<file path="src/hw/rtl/fqs_pkg.sv">
// fqs_pkg: shared types and constants for the FIFO queue with search.
// Holds the operation codes, the sequencer state type and fixed field widths.
// No dependencies.
package fqs_pkg;

    // Operation codes carried in the func field
    typedef enum logic [1:0] {
        OP_ENQ    = 2'd0,
        OP_DEQ    = 2'd1,
        OP_SEARCH = 2'd2,
        OP_CLEAR  = 2'd3
    } op_t;

    // Sequencer states
    typedef enum logic [1:0] {
        ST_IDLE,
        ST_DEQ_FRONT,
        ST_SEARCH
    } state_t;

    localparam int VALUE_W = 32;
    localparam int FUNC_W  = 2;

    typedef logic signed [VALUE_W-1:0] value_t;

    // Value returned by a dequeue that finds the queue empty
    localparam value_t DEQ_EMPTY_VALUE = -32'sd1;

endpackage

</file>
<file path="src/hw/rtl/fifo_queue_with_search.sv">
// fifo_queue_with_search: ring-buffer FIFO of signed 32-bit values with
// enqueue, dequeue, search and clear. Depends on fqs_pkg.
//
//  Channel   Direction  Fields (tdata, low bit first)
//  s_axis    in         func[1:0], value[31:0], zero pad to 40 bits
//  m_axis    out        read_value[31:0], found, empty_error, full_drop,
//                       item_count[CW-1:0], front_value[31:0],
//                       back_value[31:0], is_empty, zero pad to bytes
//
// Enqueue, clear and any operation on an empty queue finish in idle; dequeue
// passes through ST_DEQ_FRONT to fetch the new front (not when it removes
// the last entry); search checks up to item_count entries, one per cycle
// through the memory's single read port. One transaction is in work at a time.
// Reset clears pointers, count and handshake state; memory contents are left.
// A stalled result holds in the output register and blocks the next input.
module fifo_queue_with_search
    import fqs_pkg::*;
#(
    parameter int DEPTH = 16
) (
    input  logic                 aclk,
    input  logic                 aresetn,
    // func[1:0], value[33:2], pad
    input  logic [39:0]          s_tdata,
    input  logic                 s_tvalid,
    output logic                 s_tready,
    // read_value, found, empty_error, full_drop, item_count, front, back, is_empty
    output logic [((100 + $clog2(DEPTH + 1) + 7) / 8) * 8 - 1:0] m_tdata,
    output logic                 m_tvalid,
    input  logic                 m_tready
);

    localparam int PW     = $clog2(DEPTH);
    localparam int CW     = $clog2(DEPTH + 1);
    localparam int RES_W  = 100 + CW;
    localparam int OUT_W  = ((RES_W + 7) / 8) * 8;

    // Ring pointer advance modulo DEPTH
    function automatic logic [PW-1:0] ptr_inc(input logic [PW-1:0] p);
        return (p == PW'(DEPTH - 1)) ? '0 : p + 1'b1;
    endfunction

    // Input fields
    op_t    in_func;
    value_t in_value;
    logic   in_fire;

    assign in_func  = op_t'(s_tdata[FUNC_W-1:0]);
    assign in_value = s_tdata[FUNC_W+VALUE_W-1:FUNC_W];
    assign in_fire  = s_tvalid && s_tready;

    // Entry memory: one write port, one registered read port
    value_t          mem [DEPTH];
    logic            mem_we;
    logic [PW-1:0]   mem_waddr;
    value_t          mem_wdata;
    logic [PW-1:0]   mem_raddr;
    value_t          mem_rdata;

    always_ff @(posedge aclk) begin
        if (mem_we) begin
            mem[mem_waddr] <= mem_wdata;
        end
        mem_rdata <= mem[mem_raddr];
    end

    // Control and datapath registers
    state_t          state_reg, state_next;
    logic [PW-1:0]   rp_reg, rp_next;
    logic [PW-1:0]   wp_reg, wp_next;
    logic [CW-1:0]   count_reg, count_next;
    value_t          front_reg, front_next;
    value_t          back_reg, back_next;
    value_t          hold_reg, hold_next;      // search key or dequeued value
    logic [PW-1:0]   scan_ptr_reg, scan_ptr_next;
    logic [CW-1:0]   scan_cnt_reg, scan_cnt_next;
    logic            m_tvalid_reg, m_tvalid_next;
    logic [OUT_W-1:0] m_tdata_reg, m_tdata_next;

    // Result fields for the transaction that completes this cycle
    logic            emit;
    value_t          res_read;
    logic            res_found;
    logic            res_empty_err;
    logic            res_full_drop;
    logic            res_is_empty;

    logic            queue_empty;
    logic            queue_full;
    logic            scan_hit;
    logic            scan_done;

    assign queue_empty = (count_reg == '0);
    assign queue_full  = (count_reg == CW'(DEPTH));
    assign scan_hit    = (mem_rdata == hold_reg);
    assign scan_done   = (scan_cnt_reg == count_reg);

    // Ready out of reset, in idle, with room in the output register
    assign s_tready = aresetn && (state_reg == ST_IDLE) && (!m_tvalid_reg || m_tready);

    // Next state
    always_comb begin
        state_next = state_reg;
        case (state_reg)
            ST_IDLE: begin
                if (in_fire) begin
                    if (in_func == OP_DEQ && count_reg > CW'(1)) begin
                        state_next = ST_DEQ_FRONT;
                    end else if (in_func == OP_SEARCH && !queue_empty) begin
                        state_next = ST_SEARCH;
                    end
                end
            end
            ST_DEQ_FRONT: begin
                state_next = ST_IDLE;
            end
            ST_SEARCH: begin
                if (scan_hit || scan_done) begin
                    state_next = ST_IDLE;
                end
            end
            default: begin
                state_next = ST_IDLE;
            end
        endcase
    end

    // Datapath, memory control and result build
    always_comb begin
        rp_next       = rp_reg;
        wp_next       = wp_reg;
        count_next    = count_reg;
        front_next    = front_reg;
        back_next     = back_reg;
        hold_next     = hold_reg;
        scan_ptr_next = scan_ptr_reg;
        scan_cnt_next = scan_cnt_reg;
        mem_we        = 1'b0;
        mem_waddr     = wp_reg;
        mem_wdata     = in_value;
        mem_raddr     = scan_ptr_reg;
        emit          = 1'b0;
        res_read      = '0;
        res_found     = 1'b0;
        res_empty_err = 1'b0;
        res_full_drop = 1'b0;

        case (state_reg)
            ST_IDLE: begin
                if (in_fire) begin
                    case (in_func)
                        OP_ENQ: begin
                            emit = 1'b1;
                            if (queue_full) begin
                                res_full_drop = 1'b1;
                            end else begin
                                mem_we     = 1'b1;
                                wp_next    = ptr_inc(wp_reg);
                                count_next = count_reg + 1'b1;
                                back_next  = in_value;
                                if (queue_empty) begin
                                    front_next = in_value;
                                end
                            end
                        end
                        OP_DEQ: begin
                            if (queue_empty) begin
                                emit          = 1'b1;
                                res_empty_err = 1'b1;
                                res_read      = DEQ_EMPTY_VALUE;
                            end else begin
                                rp_next    = ptr_inc(rp_reg);
                                count_next = count_reg - 1'b1;
                                if (count_reg == CW'(1)) begin
                                    emit     = 1'b1;
                                    res_read = front_reg;
                                end else begin
                                    // fetch the new front entry
                                    mem_raddr = ptr_inc(rp_reg);
                                    hold_next = front_reg;
                                end
                            end
                        end
                        OP_SEARCH: begin
                            if (queue_empty) begin
                                emit = 1'b1;
                            end else begin
                                mem_raddr     = rp_reg;
                                scan_ptr_next = ptr_inc(rp_reg);
                                scan_cnt_next = CW'(1);
                                hold_next     = in_value;
                            end
                        end
                        OP_CLEAR: begin
                            emit       = 1'b1;
                            rp_next    = '0;
                            wp_next    = '0;
                            count_next = '0;
                        end
                        default: begin
                            emit = 1'b1;
                        end
                    endcase
                end
            end
            ST_DEQ_FRONT: begin
                emit       = 1'b1;
                res_read   = hold_reg;
                front_next = mem_rdata;
            end
            ST_SEARCH: begin
                if (scan_hit) begin
                    emit      = 1'b1;
                    res_found = 1'b1;
                end else if (scan_done) begin
                    emit = 1'b1;
                end else begin
                    // next entry toward the back
                    mem_raddr     = scan_ptr_reg;
                    scan_ptr_next = ptr_inc(scan_ptr_reg);
                    scan_cnt_next = scan_cnt_reg + 1'b1;
                end
            end
            default: begin
            end
        endcase

        res_is_empty = (count_next == '0);

        // Output register load
        m_tdata_next  = m_tdata_reg;
        m_tvalid_next = m_tvalid_reg && !m_tready;
        if (emit) begin
            m_tvalid_next = 1'b1;
            m_tdata_next  = OUT_W'({
                res_is_empty,
                res_is_empty ? value_t'(0) : back_next,
                res_is_empty ? value_t'(0) : front_next,
                count_next,
                res_full_drop,
                res_empty_err,
                res_found,
                res_read
            });
        end
    end

    // Registers
    always_ff @(posedge aclk) begin
        if (!aresetn) begin
            state_reg    <= ST_IDLE;
            rp_reg       <= '0;
            wp_reg       <= '0;
            count_reg    <= '0;
            m_tvalid_reg <= 1'b0;
        end else begin
            state_reg    <= state_next;
            rp_reg       <= rp_next;
            wp_reg       <= wp_next;
            count_reg    <= count_next;
            m_tvalid_reg <= m_tvalid_next;
        end
        front_reg    <= front_next;
        back_reg     <= back_next;
        hold_reg     <= hold_next;
        scan_ptr_reg <= scan_ptr_next;
        scan_cnt_reg <= scan_cnt_next;
        m_tdata_reg  <= m_tdata_next;
    end

    assign m_tdata  = m_tdata_reg;
    assign m_tvalid = m_tvalid_reg;

endmodule
</file>
<file path="config.mk">
export PLATFORM = sky130hd
export DESIGN_NAME = fifo_queue_with_search
export DESIGN_NICKNAME = d
export VERILOG_FILES = /design/src/hw/rtl/fqs_pkg.sv /design/src/hw/rtl/fifo_queue_with_search.sv
export SDC_FILE = /design/constraint.sdc
export NUM_CORES = 1
export LEC_CHECK = 0
export BUFFER_PORTS_ARGS = -buffer_cell sky130_fd_sc_hd__buf_4
export CORE_UTILIZATION = 45
export DETAILED_ROUTE_END_ITERATION = 16
export HOLD_SLACK_MARGIN = 0.1
export RECOVER_POWER = 25
export SYNTH_ARGS = -nofsm -noshare
export SYNTH_HDL_FRONTEND = slang
export SYNTH_SLANG_ARGS = --single-unit
export TNS_END_PERCENT = 100
</file>
<file path="constraint.sdc">
create_clock -name aclk -period 16.8 [get_ports aclk]
set_clock_uncertainty 0.2 [all_clocks]
set_input_delay 0 -clock aclk [delete_from_list [all_inputs] [get_ports aclk]]
set_output_delay 0 -clock aclk [all_outputs]
set_load 0.01 [all_outputs]
</file>
### Yosys cells after proc, flatten, opt, wreduce, memory -nomap -nowiden

Memories as Yosys holds them, arrays and structs flattened. A register that Yosys moved wholly into a read port is not among the register bits.
Cells that the tools add are included.

| word-level totals | value |
|---|---|
| memory bits (writable) | 512 |
| word-level logic and storage cells | 142 |
| bits of input ports | 44 |
| output and inout port bits | 114 |
| memories kept | 1 |
| register bits after elaboration | 226 |

| operators by class | value |
|---|---|
| equal/unequal tests | 23 |
| reductions and logical operators | 27 |
| add/subtract/negate cells | 6 |
| muxes and demuxes | 69 |
| magnitude comparators | 1 |

Memory list:

| name | words | width | rd ports | clocked after memory_dff | wr ports | line | text |
|---|---|---|---|---|---|---|---|
| mem | 16 | 32 | 1 | 1 | 1 | fifo_queue_with_search.sv:53 | `value_t mem [DEPTH];` |

Operator list:

| cell | count |
|---|---|
| 32-bit 2-to-1 mux | 15 |
| 32-bit one-hot mux with 2 select lines | 3 |
| 4-bit 2-to-1 mux | 14 |
| 5-bit 2-to-1 mux | 9 |
| 32-bit equality test | 1 |
| 4-bit one-hot mux with 2 select lines | 4 |
| 2-bit inequality test, second input constant | 9 |
| 1-bit 2-to-1 mux | 15 |
| 5-bit one-hot mux with 3 select lines | 1 |
| 4-bit by 1-bit adder with 4-bit output, second input constant | 3 |
| 4-bit equality test, second input constant | 3 |
| 6-bit AND reduction | 2 |
| 5-bit by 1-bit adder with 5-bit output, second input constant | 2 |
| 5-bit logical NOT | 2 |
| 5-bit one-hot mux with 2 select lines | 1 |
| 3-bit AND reduction | 3 |
| 2-bit 2-to-1 mux | 4 |
| 4-bit AND reduction | 2 |
| 2-bit nonzero test | 4 |
| 2-bit equality test, second input constant | 3 |
| 1-bit logical AND | 6 |
| 1-bit one-hot mux with 3 select lines | 2 |
| 5-bit by 1-bit equality test with 1-bit output, second input constant | 1 |
| 5-bit equality test | 1 |
| other kinds (11) | 16 |

### Longest topological paths before layout

Gate-level depths: netlist (run 1).

| logic depth | value |
|---|---|
| word-level depth | 8 |
| gate-level depth with buffers | 13 |
| gate-level depth less buffers | 9 |

### Least setup slack after synthesis (run 1)

No wires, ideal clock.

| timing | value |
|---|---|
| path type | register to register |
| start point | reg state_reg[0] |
| end point | reg m_tdata_reg[0], in the netlist m_tdata[0] (enable) |
| clock period less this slack | 9.455 ns |
| path slack | 7.345 ns |
| library setup time | 0.716 ns |
| buffers on the path | 2 |
| data required time | 15.884 ns |
| stages on the path, launching flop included | 6 |
| data arrival time | 8.539 ns |
| path through | dfxtp_1 > clkbuf_1 > clkinv_1 > clkbuf_1 > nand2_1 > o21ai_0 |

| on the way | value |
|---|---|
| longest elaborated chain between the ends | 6 |
| elaborated cells between the ends (all ways) | 8 |
| classes of those cells | eq/ne (2); mux (2); reduce/logical (4) |

RTL lines:

| what | line | text |
|---|---|---|
| from (decl) | fifo_queue_with_search.sv:68 | `state_t state_reg, state_next;` |
| from (signal assigned) | fifo_queue_with_search.sv:257 | `state_reg <= state_next;` |
| 2-bit logical NOT | fifo_queue_with_search.sv:99, fifo_queue_with_search.sv:148 |  |
| 1-bit logical AND (2 in a row) | fifo_queue_with_search.sv:99 | `assign s_tready = aresetn && (state_reg == ST_IDLE) && (!m_tvalid_reg \|\| m_tready);` |
| 1-bit logical AND | fifo_queue_with_search.sv:50 | `assign in_fire = s_tvalid && s_tready;` |
| 1-bit 2-to-1 mux | fifo_queue_with_search.sv:150 | `if (in_fire) begin` |
| 1-bit one-hot mux with 3 select lines (*) | fifo_queue_with_search.sv:148 | `case (state_reg)` |
| net emit | fifo_queue_with_search.sv:81 | `logic emit;` |
| to (signal assigned) | fifo_queue_with_search.sv:268 | `m_tdata_reg <= m_tdata_next;` |
| to (decl) | fifo_queue_with_search.sv:78 | `logic [OUT_W-1:0] m_tdata_reg, m_tdata_next;` |

The timed path passes the listed nets; every way through them passes the cells marked *.
A chain may end at the register's enable or synchronous reset.

### Worst setup path in the final report (run 1)

| timing | value |
|---|---|
| start point | reg count_reg[0] |
| end point | reg mem_rdata[27], read port of mem |

| on the way | value |
|---|---|
| longest elaborated chain between the ends | 6 |
| elaborated cells between the ends (all ways) | 8 |
| classes of those cells | eq/ne (1); mux (6); reduce/logical (1) |

RTL lines:

| what | line | text |
|---|---|---|
| from (decl) | fifo_queue_with_search.sv:71 | `logic [CW-1:0] count_reg, count_next;` |
| from (signal assigned) | fifo_queue_with_search.sv:260 | `count_reg <= count_next;` |
| 5-bit by 1-bit equality test with 1-bit output | fifo_queue_with_search.sv:174 | `if (count_reg == CW'(1)) begin` |
| 4-bit 2-to-1 mux | fifo_queue_with_search.sv:174 |  |
| 4-bit 2-to-1 mux | fifo_queue_with_search.sv:167 | `if (queue_empty) begin` |
| 4-bit one-hot mux with 2 select lines (*) | fifo_queue_with_search.sv:151 | `case (in_func)` |
| 4-bit 2-to-1 mux (*) | fifo_queue_with_search.sv:150 |  |
| 4-bit 2-to-1 mux (*) | n/a |  |
| to (decl) | fifo_queue_with_search.sv:58 | `value_t mem_rdata;` |

Mark *: on every way between the ends. The rest lies on a longest branch, timed or not.

==> results.cfg, run 1 <==
[outcome]
status = completed

[synthesis]
synth_area_um2 = 30400
ys.flop_type = edfxtp_1
synth.area.top_cells = edfxtp_1, dfxtp_1, a21oi_1, a221oi_1, nand2_1
post-synth-top-area-cell = edfxtp_1
seq_area_frac_synth_pct = 72.4
yosys.area.top_type_share_pct = 65.0
avgSynthCellArea_um2 = 14.3
netlist_instances = 2132
synth_edf_count = 658
yosysUniqueCellTypes = 67
yosys_register_bits = 770
yosys_warnings = 0
synth_async_sr_flop_share_pct = 0

[global_route]
grt_antenna_before_repair = 0
overflow = 0
grt_start_max_net_pins = 146
grt_pass1_vias = 19000
grt_pass1_wl_um = 118000
groute.usage.overall_pct = 23.4

[worst_setup_path]
cp_slowest_cell = and2_4
critPathArrivalTime_ns = 5.73
crit_chain = inv_1 > ha_1 > nor4b_4 > buf_4 > o22ai_1 > o211ai_1 > and2_4 > buf_12 > buf_4 > mux2i_1 > a221oi_1 > or4_1
crit_path_max_fanout = 145
worst_path_most_repeated_cell = buf_4
critPathMaxStageDelay_ns = 0.69
cp.required_ns = 17.06
cp-end-kind = flop
critPathLaunchType = flop
critPathKind = reg -> reg

[drt]
route.detailed.drc = 0
vias = 19100
via_per_inst = 5.89
drt_pass1_iterations = 5
first_iter_violations = 1819
wl_um = 80500
postRouteAntennaNets = 0
routedWlPerCell_um = 24.8

[clock_network]
clkTransAtPathRegs_ns = 0.06
cts_hold_buf = 73
cts_root_buf = clkbuf_16
cts.sinks = 770
cts.htree.levels = 3
post_cts_buffers = 0
cts_resized = 0
cts_buffers = 78
cts_tree = done
clock_path_buffers = 3
clk_latency_ns = 0.62

[sta]
finalCritPeriodShare_pct = 32.6
layout_min_cycle_time_ns = 5.47
finalSetupViolations = 0
layout_setup_ws_ns = 11.33
setup_tns_ns = 0
clock.fmax_mhz = 183
slew_viol_final = 0
grt_setup_unrepaired = false
slew_headroom_pct = 23.6
worst_slew_pin_slew_ns = 1.15
hold_viol = 0

[cells_and_area]
drive_gt1_share_pct = 12.4
largest_reg_flops = 512
multi_input_area_um2 = 7860
num-fill-cells = 5558
syn_to_final_growth_pct = 16.3
final_area_um2 = 35300
seq_area_um2 = 22000
diodes = 0
fin_nets = 2381

[floorplan]
core_area_um2 = 66300
die_h_um = 262
rows = 94
initial_core_util_pct = 45.8
ios = 158
floorplan.die.width_um = 262
die-area_um2 = 68600

[min_path]
hold_class = reg -> reg

[run]
max_cap_viol_count = 0

[place]
placed_area_um2 = 32400
gp_congestion = 0.828
pre_cts_slack_ns = 11.37
port_buffers = 144
dpl.hpwl_um = 45100

[power]
power.leakage_nw = 11.7
peakVddDrop_mv = 0.0824
power_density_nw_per_um2 = 119
total_power_mw = 4.19
-- final cells by class --
class | count | area share (%)
Timing Repair Buffer | 258 | 4.89
Clock inverter | 35 | 1.09
Inverter | 13 | 0.138
Sequential cell | 770 | 62.3
Clock buffer | 111 | 6.31
Multi-Input combinational cell | 1200 | 22.3
Tap cell | 864 | 3.06
-- worst max-delay path: cells and delay by family (launching register included) --
kind	cells	cell delay, ns
fa+ha+maj	1	0.33
buf+inv	4	1.83
mux	1	0.26
compound gates	3	0.59
simple gates	3	1.55
flops	1	0.41
-- cells in the final DEF (no fill, tap or decap), types with 10 or more instances in the layout --
| master | n |
|---|---|
| clkbuf_1 | 129 |
| or4_1 | 33 |
| dlygate4sd3_1 | 73 |
| a21oi_1 | 241 |
| mux2i_1 | 35 |
| edfxtp_1 | 658 |
| nor2b_1 | 45 |
| o21a_1 | 34 |
| ha_1 | 15 |
| nand4_1 | 10 |
| nand2_1 | 275 |
| clkinv_2 | 14 |
| xnor2_1 | 38 |
| buf_4 | 76 |
| mux2_2 | 64 |
| a221oi_1 | 136 |
| nor2_4 | 14 |
| o21ai_0 | 38 |
| dfxtp_1 | 111 |
| nor2_1 | 44 |
| inv_1 | 12 |
| clkbuf_16 | 81 |
| nand3_1 | 15 |
| o22a_1 | 64 |
-- synth_stat cells (2+ instances only) --
cell type,number
o22a_1,64
o31a_1,2
nand2_1,276
o21bai_1,2
o221ai_1,2
nand4_1,10
a21oi_1,242
or4_1,33
clkbuf_1,88
o21ai_0,39
mux2_2,64
buf_1,5
dfxtp_1,112
and3_1,3
nor4_1,4
nor3_1,9
ha_1,16
inv_1,12
nor2_1,61
mux2i_1,35
buf_4,14
nand3_1,15
nor2b_1,45
xnor2_1,38
o22ai_1,3
xor2_1,5
o21a_1,34
nor3_2,2
nand2b_1,5
a31oi_1,3
edfxtp_1,658
buf_2,47
a221o_1,5
a221oi_1,136
and2_1,10
o21ai_1,2
-- where the power goes --
| part | internal (mW) | switching (mW) |
|---|---|---|
| combinational | 0.113 | 0.154 |
| clock | 1.02 | 0.719 |
| sequential | 2.15 | 0.0343 |
| total | 3.29 | 0.907 |
-- logic make-up (layout without fill, tap and decap cells) --
group | count (synthesis) | count (layout) | share of synthesized area (%)
compound gates | 554 | 554 | 12.4
buf+inv | 168 | 417 | 2.47
flops | 770 | 770 | 72.4
other cells | 1 | 7 | 0.0123
xor+xnor | 43 | 43 | 1.24
mux | 99 | 99 | 3.52
simple gates | 481 | 481 | 7.31
fa+ha+maj | 16 | 16 | 0.659
-- metrics by stage --
stage	hold WS, ns	std cells	utilization, %
2_1_floorplan	-0.101	2138	-
3_3_place_gp	0.134	3032	48.8
3_5_place_dp	0.139	3032	48.8
4_1_cts	0.102	3251	53.9
5_1_grt	0.288	3251	53.3
6_report	0.275	3251	53.3
-- metal layers --
layer | vias to the layer above | wire, um | global-route usage, %
met5 | - | 0 | 0
met4 | 0 | 2380 | 7.99
met3 | 116 | 4970 | 3.42
met2 | 696 | 39900 | 39.3
met1 | 9776 | 33300 | 31.2
li1 | 8556 | - | -
-- final timing paths --
path,start,slack [ns],endpoint,cells past startpoint
max,count_reg[0],11.33,mem_rdata[27],12
min,back_reg[18],0.27,back_reg[18],1
max reg2reg,count_reg[0],11.33,mem_rdata[27],12
min reg2reg,back_reg[18],0.27,back_reg[18],1
Note: power is estimated with default switching activity, not from simulation.
==> inputs of run 2 (changes only) <==
==> constraint.sdc (replaced) <==
create_clock -name aclk -period 5.32 [get_ports aclk]
set_clock_uncertainty 0.2 [all_clocks]
set_input_delay 0 -clock aclk [delete_from_list [all_inputs] [get_ports aclk]]
set_output_delay 0 -clock aclk [all_outputs]
set_load 0.01 [all_outputs]
==> run 2 against run 1 <==
The run now ends with capacitance limit, slew limit left. Maximum frequency grew 24%. Clock power grew to 3.1 times the previous value. Critical path depth is the same. Routed wire length grew 2.3%. First-iteration DRC count shrank 0.49%. Core utilization grew 0.38 points. Non-clock buffer count grew 32. Die area is the same. Largest cell class unchanged. Flip-flop and latch count is the same. Sequential share of layout area shrank 0.44 points.
==> results.cfg, run 2 (same netlist as run 1, synthesis figures left out) <==
[drt]
drt_pass1_iterations = 5
wl_um = 82400
first_iter_violations = 1810
postRouteAntennaNets = 0
vias = 19300
routedWlPerCell_um = 25.1
route.detailed.drc = 0
via_per_inst = 5.86

[cells_and_area]
mostFrequentLayoutCell = edfxtp_1
seq_area_um2 = 22000
multi_input_area_um2 = 7860
largest_reg_flops = 512
drive_gt1_share_pct = 11.9
fin_nets = 2415
mostFrequentLayoutCells = edfxtp_1, nand2_1, a21oi_1, clkbuf_1, a221oi_1
syn_to_final_growth_pct = 17.1
diodes = 0
final_util_pct = 53.6
num-fill-cells = 5524

[clock_network]
cts.sinks = 770
clk_latency_ns = 0.65
post_cts_buffers = 0
cts.htree.levels = 3
cts_tree = done
cts_buffers = 80
clkTransAtPathRegs_ns = 0.06
cts_hold_buf = 89
cts_root_buf = clkbuf_16
clock_path_buffers = 3
cts_resized = 0

[run]
max_cap_viol_count = 1

[place]
port_buffers = 144
gp_congestion = 0.862
dpl.hpwl_um = 48200

[global_route]
grt_start_max_net_pins = 117
overflow = 0
grt_pass1_vias = 19300
grt_pass1_wl_um = 122000
groute.usage.overall_pct = 24.2
grt_antenna_before_repair = 1

[outcome]
status = finished with violations
failed_checks = capacitance limit, slew limit

[worst_setup_path]
critical_path_buf_inv_count = 4
critPathArrivalTime_ns = 4.58
cp.required_ns = 5.48
crit_cells = 12
rr_worst_depth = 12
crit_path_max_fanout = 34
crit_family = buffers and inverters
worst_path_most_repeated_cell = buf_4
critPathMaxStageDelay_ns = 0.77
crit_chain = inv_1 > ha_1 > nor4b_4 > buf_4 > nor2_1 > a21o_1 > a221oi_1 > nand4_1 > buf_4 > nor2_2 > buf_4 > nor2b_1
critPathKind = reg -> reg
critPathLaunchType = flop
rrSetupSlack_ns = 0.89
cp-end-kind = flop
cp_slowest_cell = nor4b_4

[power]
power_density_nw_per_um2 = 372
peakVddDrop_mv = 0.236
intPower_mw = 10.3
p_clk_share_pct = 41.4
p_sw_mw = 2.96
p_sw_share_pct = 22.4
power.leakage_nw = 11.8
comb_power_share_pct = 6.6
power_frac_seq_pct = 52.1

[sta]
finalCritPeriodShare_pct = 83.2
slew_viol_final = 34
setup_tns_ns = 0
hold_viol = 0
clock.fmax_mhz = 226
grt_setup_unrepaired = false
worst_slew_pin_slew_ns = 2.30
finalSetupViolations = 0
layout_min_cycle_time_ns = 4.43
slew_headroom_pct = -53.0

[floorplan]
die-area_um2 = 68600
floorplan.die.width_um = 262
initial_core_util_pct = 45.8
rows = 94
core_area_um2 = 66300
die_h_um = 262
ios = 158

[min_path]
hold_class = reg -> reg
holdPathStages = 1
==> run 2: layer usage <==
| layer | global-route usage [%] | share of wire, % | vias up |
|---|---|---|---|
| met5 | 0 | 0.016 | - |
| met4 | 11.4 | 4.7 | 2 |
| met3 | 3.89 | 6.3 | 162 |
| met2 | 38.8 | 48 | 701 |
| met1 | 32.5 | 41 | 9737 |
| li1 | - | - | 8652 |
==> run 2: worst reg2reg max path: cells and delay by family, from the launching register on <==
kind,cells,cell delay (ns)
AND/OR/NAND/NOR,5,1.27
buffers and inverters,4,1.29
flip-flops,1,0.42
adder cells (fa/ha/maj),1,0.34
AO/OA/AOI/OAI,2,0.62
==> run 2: stage by stage <==
stage / setup slack, ns / instances / power [mW] / instance area [um2] / hold WS, ns
2_1_floorplan: 0.277 / 2138 / 7.50 / 30400 / -0.101
3_3_place_gp: 1.06 / 3047 / 7.84 / 32600 / 0.140
3_5_place_dp: 0.957 / 3047 / 7.87 / 32600 / 0.151
4_1_cts: 0.949 / 3284 / 13.3 / 36100 / 0.100
5_1_grt: 0.642 / 3285 / 13.7 / 35600 / 0.290
6_report: 0.894 / 3285 / 13.2 / 35600 / 0.273
==> run 2: cell type report <==
type | count | share of cell area (%)
Inverter | 13 | 0.137
Multi-Input combinational cell | 1200 | 22.1
Clock inverter | 32 | 0.904
Clock buffer | 116 | 6.32
Sequential cell | 770 | 61.8
Tap cell | 864 | 3.04
Timing Repair Buffer | 290 | 5.69
==> run 2: worst paths after layout <==
| kind | startpoint | endpoint |
|---|---|---|
| worst max-delay path | count_reg[0] | m_tdata[51] |
| worst min-delay path | back_reg[6] | back_reg[6] |
| worst max register to register | count_reg[0] | m_tdata[51] |
| worst min register to register | back_reg[6] | back_reg[6] |
==> run 2: power groups by stage <==
stage	Sequential (mW)	Clock (mW)	Combinational (mW)
finish	6.89	5.48	0.870
global placement	7.01	0	0.830
global route	6.91	5.80	0.941
floorplan	7.01	0	0.490
detailed placement	7.02	0	0.850
CTS	6.89	5.55	0.911
